### config.mk
export PLATFORM = sky130hd
export DESIGN_NAME = matrix4x4_cofactor_inverse_flat
export DESIGN_NICKNAME = d
export VERILOG_FILES = /design/src/rtl/mci_pkg.sv /design/src/rtl/mci_req_if.sv /design/src/rtl/mci_rsp_if.sv /design/src/rtl/mci_dpath.sv /design/src/rtl/mci_ctrl.sv /design/src/rtl/matrix4x4_cofactor_inverse.sv /design/src/flat_wrapper.sv
export SDC_FILE = /design/constraint.sdc
export NUM_CORES = 2
export LEC_CHECK = 0
export ABC_CLOCK_PERIOD_IN_PS = 17500
export CAP_MARGIN = 20
export CORE_UTILIZATION = 45
export DETAILED_ROUTE_END_ITERATION = 16
export DONT_BUFFER_PORTS = 1
export PLACE_DENSITY = 0.64
export SYNTH_ARGS = -nofsm -noshare
export SYNTH_HDL_FRONTEND = slang
export SYNTH_SLANG_ARGS = --single-unit
### constraint.sdc
create_clock -name clock -period 17.5 [get_ports clock]
set_input_delay 2.625 -clock clock [delete_from_list [all_inputs] [get_ports clock]]
set_output_delay 2.625 -clock clock [all_outputs]
set_load 0.1 [all_outputs]
### src/rtl/mci_pkg.sv
// ----------------------------------------------------------------------------
// mci_pkg
// Shared constants and controller/datapath command and status types for the
// 4x4 matrix inverse block.
// ----------------------------------------------------------------------------
package mci_pkg;

   localparam int ELEMENT_WIDTH_DEFAULT = 32;
   localparam int FRACTION_BITS_DEFAULT = 16;
   localparam int INDEX_WIDTH           = 4;
   localparam int MATRIX_ENTRIES        = 16;

   localparam logic [INDEX_WIDTH-1:0] LAST_INDEX = 4'd15;

   // MAC operand source
   localparam logic [1:0] OPSRC_ELEM = 2'd0;
   localparam logic [1:0] OPSRC_Q    = 2'd1;
   localparam logic [1:0] OPSRC_COF  = 2'd2;

   typedef struct packed {
      logic                   mat_wr;
      logic [INDEX_WIDTH-1:0] mat_addr;
      logic                   ld_mult;
      logic                   mac_start;
      logic [1:0]             op_src;
      logic                   mac_to_p;
      logic                   mac_clear;
      logic                   mac_sub;
      logic [INDEX_WIDTH-1:0] cof_addr;
      logic                   cof_wr;
      logic                   det_ld;
      logic                   div_start;
      logic                   out_load;
      logic [INDEX_WIDTH-1:0] out_index;
   } mci_cmd_type;

   typedef struct packed {
      logic mac_busy;
      logic div_busy;
   } mci_stat_type;

endpackage

### src/rtl/mci_req_if.sv
// ----------------------------------------------------------------------------
// mci_req_if
// Element input channel: valid/ready with one matrix element per transaction.
// ----------------------------------------------------------------------------
interface mci_req_if #(
   parameter int ELEMENT_WIDTH = mci_pkg::ELEMENT_WIDTH_DEFAULT
) ();
   logic                     valid;
   logic                     ready;
   logic [ELEMENT_WIDTH-1:0] element_value;

   modport source (output valid, output element_value, input ready);
   modport sink   (input valid, input element_value, output ready);
endinterface

### src/rtl/mci_rsp_if.sv
// ----------------------------------------------------------------------------
// mci_rsp_if
// Result channel: valid/ready with one inverse element per transaction.
// ----------------------------------------------------------------------------
interface mci_rsp_if #(
   parameter int ELEMENT_WIDTH = mci_pkg::ELEMENT_WIDTH_DEFAULT
) ();
   logic                                valid;
   logic                                ready;
   logic [ELEMENT_WIDTH-1:0]            inverse_value;
   logic [mci_pkg::INDEX_WIDTH-1:0]     element_index;
   logic                                last_element;
   logic [ELEMENT_WIDTH-1:0]            determinant_value;
   logic                                singular;

   modport source (output valid, output inverse_value, output element_index,
                   output last_element, output determinant_value, output singular,
                   input ready);
   modport sink   (input valid, input inverse_value, input element_index,
                   input last_element, input determinant_value, input singular,
                   output ready);
endinterface

### src/rtl/mci_dpath.sv
// ----------------------------------------------------------------------------
// mci_dpath
// Datapath: element and cofactor stores, bit-serial multiply-accumulate,
// determinant rounding, restoring divider and the result register.
// ----------------------------------------------------------------------------
module mci_dpath #(
   parameter int ELEMENT_WIDTH = mci_pkg::ELEMENT_WIDTH_DEFAULT,
   parameter int FRACTION_BITS = mci_pkg::FRACTION_BITS_DEFAULT
) (
   input  logic                             clock,
   input  logic                             reset,
   input  mci_pkg::mci_cmd_type             cmd,
   output mci_pkg::mci_stat_type            stat,
   input  logic [ELEMENT_WIDTH-1:0]         element_value,
   output logic [ELEMENT_WIDTH-1:0]         inverse_value,
   output logic [mci_pkg::INDEX_WIDTH-1:0]  element_index,
   output logic                             last_element,
   output logic [ELEMENT_WIDTH-1:0]         determinant_value,
   output logic                             singular
);
   import mci_pkg::*;

   localparam int EW  = ELEMENT_WIDTH;
   localparam int FB  = FRACTION_BITS;
   localparam int WQ  = 2*EW + 2;          // 2x2 minor
   localparam int WC  = 3*EW + 1;          // cofactor
   localparam int WM  = 4*EW + 3;          // MAC accumulator
   localparam int WDM = 4*EW + 1;          // determinant magnitude
   localparam int WD  = (5*EW + 3 > 3*EW + 2*FB + 2) ? 5*EW + 3 : 3*EW + 2*FB + 2;
   localparam int WR  = (WM + 1 > 3*FB + 2) ? WM + 1 : 3*FB + 2;
   localparam int CW  = $clog2(EW);
   localparam int DW  = $clog2(EW + 1);

   // stores
   logic [EW-1:0] mat_mem [MATRIX_ENTRIES];
   logic [WC-1:0] cof_mem [MATRIX_ENTRIES];
   logic [EW-1:0] mat_rd;
   logic [WC-1:0] cof_rd;

   assign mat_rd = mat_mem[cmd.mat_addr];
   assign cof_rd = cof_mem[cmd.cof_addr];

   // MAC
   logic [EW-1:0] m_ff;
   logic [WM-1:0] op_ff, acc_ff, p_ff;
   logic [WQ-1:0] q_ff;
   logic [CW-1:0] mac_cnt_ff;
   logic          mac_busy_ff, to_p_ff, sub_ff;
   logic [WM-1:0] op_sel, acc_init, addend, acc_in;
   logic          mac_neg, mac_last;

   always_comb begin
      unique case (cmd.op_src)
         OPSRC_ELEM: op_sel = {{(WM-EW){mat_rd[EW-1]}}, mat_rd};
         OPSRC_Q:    op_sel = {{(WM-WQ){q_ff[WQ-1]}}, q_ff};
         OPSRC_COF:  op_sel = {{(WM-WC){cof_rd[WC-1]}}, cof_rd};
         default:    op_sel = '0;
      endcase
      if (cmd.mac_clear) acc_init = '0;
      else if (cmd.mac_to_p) acc_init = p_ff;
      else acc_init = {{(WM-WQ){q_ff[WQ-1]}}, q_ff};
   end

   // two's complement multiplier: the top bit carries negative weight
   assign mac_last = (mac_cnt_ff == CW'(EW - 1));
   assign mac_neg  = sub_ff ^ mac_last;
   assign addend   = mac_neg ? ~op_ff : op_ff;
   assign acc_in   = m_ff[0] ? acc_ff + addend + WM'(mac_neg) : acc_ff;

   always_ff @(posedge clock) begin
      if (reset) begin
         mac_busy_ff <= 1'b0;
      end else if (cmd.mac_start) begin
         mac_busy_ff <= 1'b1;
      end else if (mac_busy_ff && mac_last) begin
         mac_busy_ff <= 1'b0;
      end
   end

   always_ff @(posedge clock) begin
      if (cmd.mat_wr) mat_mem[cmd.mat_addr] <= element_value;
      if (cmd.cof_wr) cof_mem[cmd.cof_addr] <= p_ff[WC-1:0];
      if (cmd.ld_mult) m_ff <= mat_rd;
      if (cmd.mac_start) begin
         op_ff      <= op_sel;
         acc_ff     <= acc_init;
         mac_cnt_ff <= '0;
         to_p_ff    <= cmd.mac_to_p;
         sub_ff     <= cmd.mac_sub;
      end else if (mac_busy_ff) begin
         m_ff       <= m_ff >> 1;
         op_ff      <= op_ff << 1;
         acc_ff     <= acc_in;
         mac_cnt_ff <= mac_cnt_ff + CW'(1);
         if (mac_last) begin
            if (to_p_ff) p_ff <= acc_in;
            else q_ff <= acc_in[WQ-1:0];
         end
      end
   end

   // determinant
   logic [WDM-1:0] det_mag_ff;
   logic           det_neg_ff, det_zero_ff;
   logic [EW-1:0]  det_q_ff;
   logic [WM-1:0]  p_abs;
   logic [WR-1:0]  det_rnd, det_sh, det_lim, det_sat;

   assign p_abs = p_ff[WM-1] ? -p_ff : p_ff;

   always_comb begin
      det_rnd = WR'(det_mag_ff) + (WR'(1) << (3*FB - 1));
      det_sh  = det_rnd >> (3*FB);
      det_lim = det_neg_ff ? (WR'(1) << (EW - 1)) : (WR'(1) << (EW - 1)) - WR'(1);
      det_sat = (det_sh > det_lim) ? det_lim : det_sh;
   end

   always_ff @(posedge clock) begin
      if (cmd.det_ld) begin
         det_neg_ff  <= p_ff[WM-1];
         det_zero_ff <= (p_ff == '0);
         det_mag_ff  <= p_abs[WDM-1:0];
      end
      if (det_zero_ff) det_q_ff <= '0;
      else det_q_ff <= det_neg_ff ? -det_sat[EW-1:0] : det_sat[EW-1:0];
   end

   // restoring divider: floor(2|cof|*2^2F / |det|), one quotient bit a cycle
   logic [WD-1:0] rem_ff, dsh_ff;
   logic [EW:0]   quo_ff;
   logic [DW-1:0] div_cnt_ff;
   logic          div_busy_ff, first_ff, ovf_ff, div_neg_ff;
   logic [WC-1:0] cof_abs;
   logic          rem_ge;

   assign cof_abs = cof_rd[WC-1] ? -cof_rd : cof_rd;
   assign rem_ge  = (rem_ff >= dsh_ff);

   always_ff @(posedge clock) begin
      if (reset) begin
         div_busy_ff <= 1'b0;
      end else if (cmd.div_start) begin
         div_busy_ff <= 1'b1;
      end else if (div_busy_ff && !first_ff && div_cnt_ff == '0) begin
         div_busy_ff <= 1'b0;
      end
   end

   always_ff @(posedge clock) begin
      if (cmd.div_start) begin
         rem_ff     <= WD'(cof_abs) << (2*FB + 1);
         dsh_ff     <= WD'(det_mag_ff) << (EW + 1);
         quo_ff     <= '0;
         first_ff   <= 1'b1;
         div_cnt_ff <= DW'(EW);
         div_neg_ff <= cof_rd[WC-1] ^ det_neg_ff;
      end else if (div_busy_ff) begin
         dsh_ff <= dsh_ff >> 1;
         if (first_ff) begin
            ovf_ff   <= rem_ge;
            first_ff <= 1'b0;
         end else begin
            if (rem_ge) rem_ff <= rem_ff - dsh_ff;
            quo_ff     <= {quo_ff[EW-1:0], rem_ge};
            div_cnt_ff <= div_cnt_ff - DW'(1);
         end
      end
   end

   // round half away from zero, then saturate
   logic [EW+1:0] quo_inc;
   logic [EW:0]   quo_rnd, inv_lim, inv_sat;
   logic [EW-1:0] inv_val;

   always_comb begin
      quo_inc = {1'b0, quo_ff} + (EW+2)'(1);
      quo_rnd = quo_inc[EW+1:1];
      inv_lim = div_neg_ff ? ((EW+1)'(1) << (EW - 1)) : ((EW+1)'(1) << (EW - 1)) - (EW+1)'(1);
      inv_sat = (ovf_ff || quo_rnd > inv_lim) ? inv_lim : quo_rnd;
      if (det_zero_ff) inv_val = '0;
      else inv_val = div_neg_ff ? -inv_sat[EW-1:0] : inv_sat[EW-1:0];
   end

   // result register
   always_ff @(posedge clock) begin
      if (cmd.out_load) begin
         inverse_value     <= inv_val;
         element_index     <= cmd.out_index;
         last_element      <= (cmd.out_index == LAST_INDEX);
         determinant_value <= det_q_ff;
         singular          <= det_zero_ff;
      end
   end

   assign stat.mac_busy = mac_busy_ff;
   assign stat.div_busy = div_busy_ff;

endmodule

### src/rtl/mci_ctrl.sv
// ----------------------------------------------------------------------------
// mci_ctrl
// Sequencer: load, cofactor expansion, determinant, division and result
// handshake. Drives the datapath through mci_cmd_type.
// ----------------------------------------------------------------------------
module mci_ctrl (
   input  logic                  clock,
   input  logic                  reset,
   input  logic                  req_valid,
   output logic                  req_ready,
   output logic                  rsp_valid,
   input  logic                  rsp_ready,
   input  mci_pkg::mci_stat_type stat,
   output mci_pkg::mci_cmd_type  cmd
);
   import mci_pkg::*;

   localparam logic [3:0] S_LOAD  = 4'd0;
   localparam logic [3:0] S_CF_M  = 4'd1;
   localparam logic [3:0] S_CF_S  = 4'd2;
   localparam logic [3:0] S_CF_W  = 4'd3;
   localparam logic [3:0] S_CF_WR = 4'd4;
   localparam logic [3:0] S_DT_M  = 4'd5;
   localparam logic [3:0] S_DT_S  = 4'd6;
   localparam logic [3:0] S_DT_W  = 4'd7;
   localparam logic [3:0] S_DT_LD = 4'd8;
   localparam logic [3:0] S_DV_S  = 4'd9;
   localparam logic [3:0] S_DV_W  = 4'd10;

   // products of one 3x3 expansion term
   localparam logic [1:0] PROD_PLUS  = 2'd0;
   localparam logic [1:0] PROD_MINUS = 2'd1;
   localparam logic [1:0] PROD_OUTER = 2'd2;

   logic [3:0] state_ff, state_in;
   logic [3:0] load_cnt_ff, load_cnt_in;
   logic [3:0] k_ff, k_in;
   logic [1:0] term_ff, term_in;
   logic [1:0] prod_ff, prod_in;
   logic       rsp_valid_ff, rsp_valid_in;

   function automatic logic [1:0] skip(input logic [1:0] n, input logic [1:0] x);
      return (n >= x) ? n + 2'd1 : n;
   endfunction

   function automatic logic [1:0] cyc(input logic [1:0] t);
      return (t == 2'd2) ? 2'd0 : t + 2'd1;
   endfunction

   logic [1:0] r, c, tj, tk;
   logic [1:0] m_row, m_col, o_row, o_col;
   logic       out_free;

   assign r        = k_ff[3:2];
   assign c        = k_ff[1:0];
   assign tj       = cyc(term_ff);
   assign tk       = cyc(tj);
   assign out_free = !rsp_valid_ff || rsp_ready;

   // minor rows/cols 0..2 map to matrix rows/cols skipping r and c
   always_comb begin
      unique case (prod_ff)
         PROD_PLUS: begin
            m_row = 2'd2; m_col = tk; o_row = 2'd1; o_col = tj;
         end
         PROD_MINUS: begin
            m_row = 2'd2; m_col = tj; o_row = 2'd1; o_col = tk;
         end
         PROD_OUTER: begin
            m_row = 2'd0; m_col = term_ff; o_row = 2'd0; o_col = 2'd0;
         end
         default: begin
            m_row = 2'd0; m_col = 2'd0; o_row = 2'd0; o_col = 2'd0;
         end
      endcase
   end

   always_comb begin
      cmd          = '0;
      state_in     = state_ff;
      load_cnt_in  = load_cnt_ff;
      k_in         = k_ff;
      term_in      = term_ff;
      prod_in      = prod_ff;
      rsp_valid_in = rsp_valid_ff && !rsp_ready;
      req_ready    = 1'b0;

      unique case (state_ff)
         S_LOAD: begin
            req_ready    = 1'b1;
            cmd.mat_addr = load_cnt_ff;
            if (req_valid) begin
               cmd.mat_wr  = 1'b1;
               load_cnt_in = load_cnt_ff + 4'd1;
               if (load_cnt_ff == LAST_INDEX) state_in = S_CF_M;
            end
         end
         S_CF_M: begin
            cmd.mat_addr = {skip(m_row, r), skip(m_col, c)};
            cmd.ld_mult  = 1'b1;
            state_in     = S_CF_S;
         end
         S_CF_S: begin
            cmd.mat_addr  = {skip(o_row, r), skip(o_col, c)};
            cmd.mac_start = 1'b1;
            if (prod_ff == PROD_OUTER) begin
               cmd.op_src    = OPSRC_Q;
               cmd.mac_to_p  = 1'b1;
               cmd.mac_clear = (term_ff == 2'd0);
               cmd.mac_sub   = r[0] ^ c[0];
            end else begin
               cmd.op_src    = OPSRC_ELEM;
               cmd.mac_clear = (prod_ff == PROD_PLUS);
               cmd.mac_sub   = (prod_ff == PROD_MINUS);
            end
            state_in = S_CF_W;
         end
         S_CF_W: begin
            if (!stat.mac_busy) begin
               if (prod_ff != PROD_OUTER) begin
                  prod_in  = prod_ff + 2'd1;
                  state_in = S_CF_M;
               end else begin
                  prod_in = PROD_PLUS;
                  if (term_ff != 2'd2) begin
                     term_in  = term_ff + 2'd1;
                     state_in = S_CF_M;
                  end else begin
                     term_in  = 2'd0;
                     state_in = S_CF_WR;
                  end
               end
            end
         end
         S_CF_WR: begin
            cmd.cof_addr = k_ff;
            cmd.cof_wr   = 1'b1;
            k_in         = k_ff + 4'd1;
            state_in     = (k_ff == LAST_INDEX) ? S_DT_M : S_CF_M;
         end
         S_DT_M: begin
            cmd.mat_addr = {2'd0, k_ff[1:0]};
            cmd.ld_mult  = 1'b1;
            state_in     = S_DT_S;
         end
         S_DT_S: begin
            cmd.cof_addr  = k_ff;
            cmd.op_src    = OPSRC_COF;
            cmd.mac_start = 1'b1;
            cmd.mac_to_p  = 1'b1;
            cmd.mac_clear = (k_ff == 4'd0);
            state_in      = S_DT_W;
         end
         S_DT_W: begin
            if (!stat.mac_busy) begin
               if (k_ff == 4'd3) begin
                  k_in     = 4'd0;
                  state_in = S_DT_LD;
               end else begin
                  k_in     = k_ff + 4'd1;
                  state_in = S_DT_M;
               end
            end
         end
         S_DT_LD: begin
            cmd.det_ld = 1'b1;
            state_in   = S_DV_S;
         end
         S_DV_S: begin
            // adjugate: transposed cofactor
            cmd.cof_addr  = {k_ff[1:0], k_ff[3:2]};
            cmd.div_start = 1'b1;
            state_in      = S_DV_W;
         end
         S_DV_W: begin
            cmd.out_index = k_ff;
            if (!stat.div_busy && out_free) begin
               cmd.out_load = 1'b1;
               rsp_valid_in = 1'b1;
               k_in         = k_ff + 4'd1;
               state_in     = (k_ff == LAST_INDEX) ? S_LOAD : S_DV_S;
            end
         end
         default: state_in = S_LOAD;
      endcase
   end

   always_ff @(posedge clock) begin
      if (reset) begin
         state_ff     <= S_LOAD;
         load_cnt_ff  <= '0;
         k_ff         <= '0;
         term_ff      <= '0;
         prod_ff      <= PROD_PLUS;
         rsp_valid_ff <= 1'b0;
      end else begin
         state_ff     <= state_in;
         load_cnt_ff  <= load_cnt_in;
         k_ff         <= k_in;
         term_ff      <= term_in;
         prod_ff      <= prod_in;
         rsp_valid_ff <= rsp_valid_in;
      end
   end

   assign rsp_valid = rsp_valid_ff;

endmodule

### src/rtl/matrix4x4_cofactor_inverse.sv
// ----------------------------------------------------------------------------
// matrix4x4_cofactor_inverse
// 4x4 fixed-point matrix inverse by the adjugate over the determinant.
// ----------------------------------------------------------------------------
// Send 16 signed Q-format elements in row-major order, one per transaction;
// ready stays high throughout the load. After the sixteenth the block stops
// taking elements, forms all 16 cofactors and the determinant exactly with
// one bit-serial multiply-accumulate unit (148 products), then runs a
// restoring divider once per result and returns the 16 inverse elements in
// row-major order with index, last flag, determinant and singular flag.
// Results round to nearest (ties away from zero) and saturate; a zero
// determinant gives singular=1 and zero values. Loading of the next matrix
// starts as soon as the last result is in the output register.
// ----------------------------------------------------------------------------
module matrix4x4_cofactor_inverse #(
   parameter int ELEMENT_WIDTH = mci_pkg::ELEMENT_WIDTH_DEFAULT,
   parameter int FRACTION_BITS = mci_pkg::FRACTION_BITS_DEFAULT
) (
   input  logic       clock,
   input  logic       reset,
   mci_req_if.sink    req_chan,
   mci_rsp_if.source  rsp_chan
);
   import mci_pkg::*;

   mci_cmd_type  cmd;
   mci_stat_type stat;

   mci_ctrl u_ctrl (
      .clock     (clock),
      .reset     (reset),
      .req_valid (req_chan.valid),
      .req_ready (req_chan.ready),
      .rsp_valid (rsp_chan.valid),
      .rsp_ready (rsp_chan.ready),
      .stat      (stat),
      .cmd       (cmd)
   );

   mci_dpath #(
      .ELEMENT_WIDTH (ELEMENT_WIDTH),
      .FRACTION_BITS (FRACTION_BITS)
   ) u_dpath (
      .clock             (clock),
      .reset             (reset),
      .cmd               (cmd),
      .stat              (stat),
      .element_value     (req_chan.element_value),
      .inverse_value     (rsp_chan.inverse_value),
      .element_index     (rsp_chan.element_index),
      .last_element      (rsp_chan.last_element),
      .determinant_value (rsp_chan.determinant_value),
      .singular          (rsp_chan.singular)
   );

   // elements are taken only while the arithmetic units are quiet
   a_load_quiet: assert property (@(posedge clock) disable iff (reset)
      req_chan.ready |-> (!stat.mac_busy && !stat.div_busy))
      else $error("element accepted while arithmetic busy");

   a_mac_start: assert property (@(posedge clock) disable iff (reset)
      cmd.mac_start |-> !stat.mac_busy)
      else $error("multiply restarted while busy");

   a_div_start: assert property (@(posedge clock) disable iff (reset)
      cmd.div_start |-> (!stat.div_busy && !stat.mac_busy))
      else $error("divide restarted while busy");

   a_no_overwrite: assert property (@(posedge clock) disable iff (reset)
      cmd.out_load |-> (!rsp_chan.valid || rsp_chan.ready))
      else $error("pending result overwritten");

endmodule
### src/flat_wrapper.sv
// flat-port wrapper written by rule: the top's interface ports become plain ports
module matrix4x4_cofactor_inverse_flat import mci_pkg::*;
#(
   parameter int ELEMENT_WIDTH = mci_pkg::ELEMENT_WIDTH_DEFAULT,
   parameter int FRACTION_BITS = mci_pkg::FRACTION_BITS_DEFAULT
)
  (clock, reset, req_chan_valid, req_chan_element_value, req_chan_ready, rsp_chan_valid, rsp_chan_inverse_value, rsp_chan_element_index, rsp_chan_last_element, rsp_chan_determinant_value, rsp_chan_singular, rsp_chan_ready);
  mci_req_if #(.ELEMENT_WIDTH(ELEMENT_WIDTH)) req_chan_i ();
  mci_rsp_if #(.ELEMENT_WIDTH(ELEMENT_WIDTH)) rsp_chan_i ();
  input  logic clock;
  input  logic reset;
  input wire logic [$bits(req_chan_i.valid)-1:0] req_chan_valid;
  input wire logic [$bits(req_chan_i.element_value)-1:0] req_chan_element_value;
  output wire logic [$bits(req_chan_i.ready)-1:0] req_chan_ready;
  output wire logic [$bits(rsp_chan_i.valid)-1:0] rsp_chan_valid;
  output wire logic [$bits(rsp_chan_i.inverse_value)-1:0] rsp_chan_inverse_value;
  output wire logic [$bits(rsp_chan_i.element_index)-1:0] rsp_chan_element_index;
  output wire logic [$bits(rsp_chan_i.last_element)-1:0] rsp_chan_last_element;
  output wire logic [$bits(rsp_chan_i.determinant_value)-1:0] rsp_chan_determinant_value;
  output wire logic [$bits(rsp_chan_i.singular)-1:0] rsp_chan_singular;
  input wire logic [$bits(rsp_chan_i.ready)-1:0] rsp_chan_ready;
  assign req_chan_i.valid = req_chan_valid;
  assign req_chan_i.element_value = req_chan_element_value;
  assign req_chan_ready = req_chan_i.ready;
  assign rsp_chan_valid = rsp_chan_i.valid;
  assign rsp_chan_inverse_value = rsp_chan_i.inverse_value;
  assign rsp_chan_element_index = rsp_chan_i.element_index;
  assign rsp_chan_last_element = rsp_chan_i.last_element;
  assign rsp_chan_determinant_value = rsp_chan_i.determinant_value;
  assign rsp_chan_singular = rsp_chan_i.singular;
  assign rsp_chan_i.ready = rsp_chan_ready;
  matrix4x4_cofactor_inverse #(.ELEMENT_WIDTH(ELEMENT_WIDTH), .FRACTION_BITS(FRACTION_BITS)) u_core (.clock(clock), .reset(reset), .req_chan(req_chan_i), .rsp_chan(rsp_chan_i));
endmodule
# After elaboration in Yosys (flattened, before gate mapping)
# Memories as Yosys holds them, arrays and structs flattened.
# Cells that the tools add are included.
[word_totals]
input_bits = 36
out_inout_bits = 72
ramBits = 2064
wordCells = 218
mem_count = 2
regBits = 1117
[mem_list]
columns = ["name", "depth", "word_bits", "read_ports", "rd_clocked_by_memory_dff", "wr", "line_no", "text"]
rows = [
  ["u_core.u_dpath.cof_mem", 16, 97, 1, 0, 1, "mci_dpath.sv:36", "logic [WC-1:0] cof_mem [MATRIX_ENTRIES];"],
  ["u_core.u_dpath.mat_mem", 16, 32, 1, 0, 1, "mci_dpath.sv:35", "logic [EW-1:0] mat_mem [MATRIX_ENTRIES];"],
]
[classes]
eq_ne = 29
addsub = 20
order_cmp = 7
muxes = 78
n_bitwise = 10
n_reduce_logical = 38
[ops]
columns = ["cell", "count"]
rows = [
  ["131-bit two-way mux", 8],
  ["130-bit two-way mux", 4],
  ["131-bit one-hot mux with 3 select lines", 1],
  ["162-bit two-way mux", 2],
  ["32-bit two-way mux", 9],
  ["163-bit by 162-bit greater-or-equal comparator with 1-bit output", 1],
  ["163-bit by 162-bit subtractor with 163-bit output", 1],
  ["131-bit by 1-bit adder with 131-bit output", 1],
  ["131-bit adder", 1],
  ["131-bit logical NOT", 1],
  ["131-bit NOT", 1],
  ["129-bit by 48-bit adder with 130-bit output (second input constant)", 1],
  ["129-bit two-way mux", 1],
  ["129-bit negation", 1],
  ["97-bit two-way mux", 1],
  ["97-bit negation", 1],
  ["82-bit by 32-bit greater-than comparator with 1-bit output", 1],
  ["32-bit negation", 2],
  ["4-bit one-hot mux with 11 select lines", 1],
  ["4-bit two-way mux", 10],
  ["33-bit by 1-bit adder with 34-bit output (second input constant)", 1],
  ["33-bit by 32-bit greater-than comparator with 1-bit output", 1],
  ["4-bit equality test (second input constant)", 6],
  ["1-bit two-way mux", 21],
  ["37 further kinds", 104],
]

# Logic depth before layout (Yosys ltp)
# An unclocked memory read counts as a cell.
[logic_depth]
ltp_word = 12
depth_mapped = 32
mapped_depth_nobuf = 29

# Modules after synthesis
# Synthesis repeated with hierarchy kept, for this count alone.
[unflattened]
hier_cells = 11120
area_unflattened_um2 = 152936.7
[by_module_without_submodules]
columns = ["module", "instances", "seq_area_each_um2", "cells_per_inst", "area_each_um2"]
rows = [
  ["mci_dpath", 1, 92909.1, 10915, 151392.7],
  ["mci_ctrl", 1, 340.3, 205, 1544.0],
]

# Least setup slack after synthesis
# No wires, ideal clock.
[synth_path]
path_type = "register -> register"
from = "register u_core.u_ctrl.state_ff[3]"
to = "register u_core.u_dpath.det_mag_ff[0] (enable)"
path_stages_with_launch = 6
required_ns = 16.719
setup_time_ns = 0.781
n_path_buf = 3
slack_ns = 6.815
period_less_slack_ns = 10.685
t_arrival_ns = 9.904
cell_sequence = "dfxtp_1 buf_2 clkbuf_1 nand2b_1 clkbuf_1 nor3_1"
[synth_between]
elab_chain_cells = 2
[synth_rtl]
columns = ["element", "line_no", "text"]
rows = [
  ["start, declared", "mci_ctrl.sv:35", "logic [3:0] state_ff, state_in;"],
  ["start signal, assigned", "mci_ctrl.sv:197", "state_ff <= state_in;"],
  ["4-bit equality test", "mci_ctrl.sv:88", "unique case (state_ff)"],
  ["1-bit two-way mux", "mci_ctrl.sv:88", ""],
  ["end signal, assigned", "mci_dpath.sv:122", "det_mag_ff <= p_abs[WDM-1:0];"],
  ["end, declared", "mci_dpath.sv:103", "logic [WDM-1:0] det_mag_ff;"],
]
# No other way between the ends.
# A chain may end at the register's enable or synchronous reset.

# Worst setup path in the final report
[layout_path]
from = "register u_core.u_ctrl.state_ff[2]"
to = "register u_core.u_dpath.rem_ff[118], data pin"
[layout_between]
elab_chain_cells = 7
word_cells_on_any_way = 10
[layout_rtl]
columns = ["element", "line_no", "text"]
rows = [
  ["4-bit by 3-bit equality test with 1-bit output", "mci_ctrl.sv:88", ""],
  ["2-bit OR reduction (no line)", "n/a", ""],
  ["4-bit one-hot mux with 2 select lines", "mci_ctrl.sv:88", ""],
  ["memory read 16 x 97 bit", "n/a", ""],
  ["97-bit negation", "mci_dpath.sv:136", "assign cof_abs = cof_rd[WC-1] ? -cof_rd : cof_rd;"],
  ["97-bit two-way mux", "mci_dpath.sv:136", ""],
  ["130-bit two-way mux *", "mci_dpath.sv:150", "if (cmd.div_start) begin"],
  ["end signal, assigned", "mci_dpath.sv:151", "rem_ff <= WD'(cof_abs) << (2*FB + 1);"],
  ["end signal, assigned", "mci_dpath.sv:163", "if (rem_ge) rem_ff <= rem_ff - dsh_ff;"],
  ["end, declared", "mci_dpath.sv:129", "logic [WD-1:0] rem_ff, dsh_ff;"],
]
# Mark *: on every way between the ends. The rest lies on a longest branch, timed or not.

==> run summary <==
The synthesized net count came out at 15080. The number of vias in the routed layout is 117300. The actual transition at the worst max-transition pin came out at 1.252 ns. The clock drives ~3200 sinks. By startpoint and endpoint, the worst setup path is classified as reg -> reg. The count of mapped cells out of synthesis came out at 14670. Data arrives at the worst endpoint at 9.03 ns.

The flow ran to the end, and the final reports show no timing, DRC or antenna violations. The vertical die dimension is 594.8 microns. The final worst setup slack is around 9.1 ns.

The mean routed wirelength per cell came out at 25.61 microns. The maximum clock path buffer count is 4. The tool flagged a number of max-cap violations equal to 0. The cell area that synthesis handed to floorplanning was approximately 160000 sq um. The number of global-route vias before repair came out at around 110k.

The wire length reported by the detailed router is 494200 microns. Of the cells placed in the final design, the portion with a size suffix greater than 1 is 7.740%. The critical path starts at u_core.u_ctrl.state_ff[2]. The start point of the worst hold path is u_core.u_dpath.det_q_ff[27]. The top-area cell type share of the netlist area came out at 56.10%.

After synthesis, the mean cell area works out to 10.78 sq um. The placed instances occupy a cell area of 163000 sq um. Before antenna repair, the detailed router went through 8 iterations. In this run the core area contains 217 standard-cell rows. The initial standard-cell utilization of the core came out at 45.25%. The number of setup buffers added after CTS is 0. The number of synthesized flops with an enable pin came out at 2954.

The count of input and output buffers is 0. The largest net degree at the start of global routing is 170. The final layout net count is 14830. The highest ir drop seen on vdd came out at roughly 0.00024 V. The warning count from the yosys run came out at 0. The cell count of the worst reg-to-reg path is 21. The critical path ends at u_core.u_dpath.rem_ff[118].

The worst setup path is launched from a flip-flop. The final-layout fill cell count is 30790. The clock transition at the registers of the reported paths came out at ~0.06 ns. The register bit count reported by yosys is between 3000 and 4000. The DRC violations left is 0. The largest fanout on the critical path is 70.

STA classifies the critical path endpoint as a flip-flop. The number of setup violations in the final report is 0. For this run the aggregate overflow at the end of global routing stands at 0. The number of hold violations in the final report was 0. Clock tree synthesis selected as its root buffer the cell clkbuf_16. The fraction of synthesis flops using an asynchronous set or reset pin came out at 0%. The maximum clock skew at final layout came out at ~0.10 ns. During I/O placement, the number of pins put on the boundary was 108. Setup repair after global routing left no endpoint under its margin.

The die width is 594.8 microns. The largest total area in the synthesized netlist belongs to edfxtp_1. The sequential cell area fraction in the yosys report is between 50% and 60%. The worst setup slack after placement came out at 9.224 ns. In this run, distinct cell masters in the synthesized netlist total 106. For the final routed database, the setup TNS stands at 0 ns. In the routed layout, each cell is associated on average with a via count of 6.078. The global placement routability congestion is 0.9686. The estimated wirelength of the detail-placed design came out at between 300000 and 400000 microns.

The worst relative slew slack is 15.77%. In this run, the number of DRC markers left after iteration 0 of detailed routing was 14880. The startpoint of the worst-slack reg-to-reg timing path is u_core.u_ctrl.state_ff[2]. Sorting the synthesized cells by area gives the leading types as edfxtp_1, nand2_1, nand3_1. The synthesis-to-finish area growth is 10.22%.

The critical path data required time came out at 18.13 ns. Summing all non-filler instances in the final layout gives an area of 174300 sq um. The routed design could run at a clock period as short as 8.409 ns.

Static timing analysis puts the maximum clock frequency at 0.1189 GHz. The minimum setup slack among reg-to-reg paths is approximately 9.1 ns. The final cell count without fillers came out at between 15000 and 20000. The share of the clock period used by the worst path came out at 48.05%.

The first global-routing pass estimated 724600 microns of wire. The area of the die came out at about 350000 sq um. Buffers inserted to repair hold after CTS numbered 0. The tightest min-delay check is of the reg -> reg type. On the final layout, the worst hold slack is around 0.34 ns. The cell count after placement came out at 18660. The capture point of the worst reg-to-reg path is u_core.u_dpath.rem_ff[118]. The count of final max-slew check failures was 0. The initial antenna violation count came out at 33.

The final core utilization came out at 49.87%. Summed over all cells, the static leakage comes to around 60 nW. The overall track demand over capacity in global routing came out at between 20% and 30%. The most used flip-flop cell after synthesis is edfxtp_1. The number of cells upsized or downsized after cts came out at 0. Overall power consumption after layout is estimated at 25.50 mW. The count of nets left with antenna violations once routing finished came out at 0. The clock tree synthesis step divided the H-tree into 5 levels. The CTS buffer count is 343.

The clock tree from TritonCTS is yes. Power spread over the standard cell area amounts to ~150 nW/um^2. Clock latency on the worst-skew pair, taken at its later pin, is 1.00 ns.

The total area inside the core boundary comes to approximately 350000 sq um.
-- per-layer routing --
metal / GRT usage, % / share of wire, %
met3: 5.895 / 11
met1: 38.53 / 42
met5: 0 / 0.011
met4: 8.639 / 3.4
met2: 40.88 / 44
-- cells in the final DEF (no fill, tap or decap), types with 35 or more instances in the layout --
| master | netlist | final |
|---|---|---|
| a211oi_1 | 186 | 186 |
| a21o_1 | 260 | 257 |
| a21oi_1 | 747 | 744 |
| a221oi_1 | 88 | 88 |
| a311oi_1 | 308 | 308 |
| a31oi_1 | 195 | 191 |
| and2_1 | 38 | 37 |
| and3_1 | 184 | 183 |
| buf_4 | 88 | 330 |
| clkbuf_1 | 568 | 53 |
| clkbuf_16 | 0 | 345 |
| clkinv_1 | 0 | 62 |
| clkinv_2 | 0 | 68 |
| dfxtp_1 | 227 | 223 |
| edfxtp_1 | 2954 | 2954 |
| ha_1 | 374 | 374 |
| inv_1 | 422 | 421 |
| mux2_2 | 113 | 113 |
| mux2i_1 | 164 | 164 |
| nand2_1 | 3007 | 3002 |
| nand2b_1 | 59 | 57 |
| nand3_1 | 993 | 992 |
| nand4_1 | 191 | 191 |
| nor2_1 | 711 | 682 |
| nor2b_1 | 44 | 43 |
| nor3_1 | 157 | 148 |
| nor4_1 | 62 | 55 |
| o21a_1 | 51 | 51 |
| o21ai_0 | 689 | 689 |
| o21bai_1 | 103 | 103 |
| o22ai_1 | 84 | 84 |
| o31ai_1 | 93 | 93 |
| o41ai_1 | 36 | 35 |
| or3_1 | 70 | 70 |
| xnor2_1 | 556 | 555 |
| xor2_1 | 189 | 189 |
-- sequential cells by signal (all words and copies together), names as in the netlist, 6 cells and up --
name,flops
u_core.u_dpath.p_ff,131
u_core.u_dpath.det_q_ff,32
u_core.u_dpath.dsh_ff,162
u_core.u_dpath.q_ff,66
u_core.u_dpath.inverse_value,32
u_core.u_dpath.rem_ff,163
u_core.u_dpath.m_ff,32
u_core.u_dpath.cof_mem,1552
u_core.u_dpath.mat_mem,512
u_core.u_dpath.acc_ff,131
u_core.u_dpath.det_mag_ff,129
u_core.u_dpath.div_cnt_ff,6
u_core.u_dpath.quo_ff,33
u_core.u_dpath.determinant_value,32
u_core.u_dpath.op_ff,131
-- where the power goes --
part | internal [mW] | leakage, nW | switching (mW)
Clock | 4.10 | 5.46 | 3.17
Sequential | 9.26 | 28.3 | 0.328
Combinational | 3.05 | 27.3 | 5.60
-- Yosys cell counts (84+ instances only) --
cell type	count
nand2_1	3007
edfxtp_1	2954
nand3_1	993
a21oi_1	747
nor2_1	711
o21ai_0	689
clkbuf_1	568
xnor2_1	556
inv_1	422
ha_1	374
a311oi_1	308
a21o_1	260
dfxtp_1	227
buf_2	215
a31oi_1	195
nand4_1	191
xor2_1	189
a211oi_1	186
and3_1	184
mux2i_1	164
nor3_1	157
mux2_2	113
o21bai_1	103
o31ai_1	93
a221oi_1	88
buf_4	88
o22ai_1	84
-- final cells by class --
class	instances	area [sq um]	share of cell area [%]
Sequential cell	3181	93260	53.52
Multi-Input combinational cell	10120	59560	34.18
Clock buffer	419	9091	5.217
Tap cell	4599	5754	3.302
Timing Repair Buffer	351	2905	1.667
Clock inverter	200	2071	1.188
Inverter	424	1605	0.9212
Antenna cell	6	15.01	0.008616
-- cell families (layout without fill, tap and decap cells) --
family	count (synthesis)	count (layout)	share of synthesized area (%)
buffers and inverters	1370	1394	3.679
DFF	3181	3181	58.98
xor gates and xnor gates	745	745	4.127
muxes	277	277	1.843
other	0	6	0
adders and majority gates	376	376	2.985
and+or+nand+nor	5658	5658	15.83
AOI/OAI and AO/OA	3059	3059	12.56
-- how the worst min path moves through the flow --
stage | endpoint | depth (start not counted)
6_report | u_core.u_dpath.determinant_value[27] | 0
3_5_place_dp | u_core.u_dpath.determinant_value[19] | 0
5_1_grt | u_core.u_dpath.determinant_value[27] | 0
3_3_place_gp | u_core.u_dpath.determinant_value[12] | 0
4_1_cts | u_core.u_dpath.determinant_value[27] | 0
2_1_floorplan | u_core.u_dpath.determinant_value[0] | 0
-- critical path, stage by stage, from the launching register on --
cell and delay (ns):
dfxtp_2 0.31, buf_4 0.46, nor4bb_4 0.38, buf_4 0.56, buf_4 0.61, a21o_4 0.78
buf_4 0.57, buf_4 0.58, buf_4 0.70, nand2_1 0.11, and3_1 0.18, a311oi_1 0.26
a311oi_1 0.08, a31oi_1 0.42, buf_4 0.32, or4b_1 0.23, and4bb_2 0.30, and2_1 0.20
and2_1 0.23, a31oi_1 0.23, xnor2_1 0.15, o22ai_1 0.09
(Power assumes the default switching activity.)
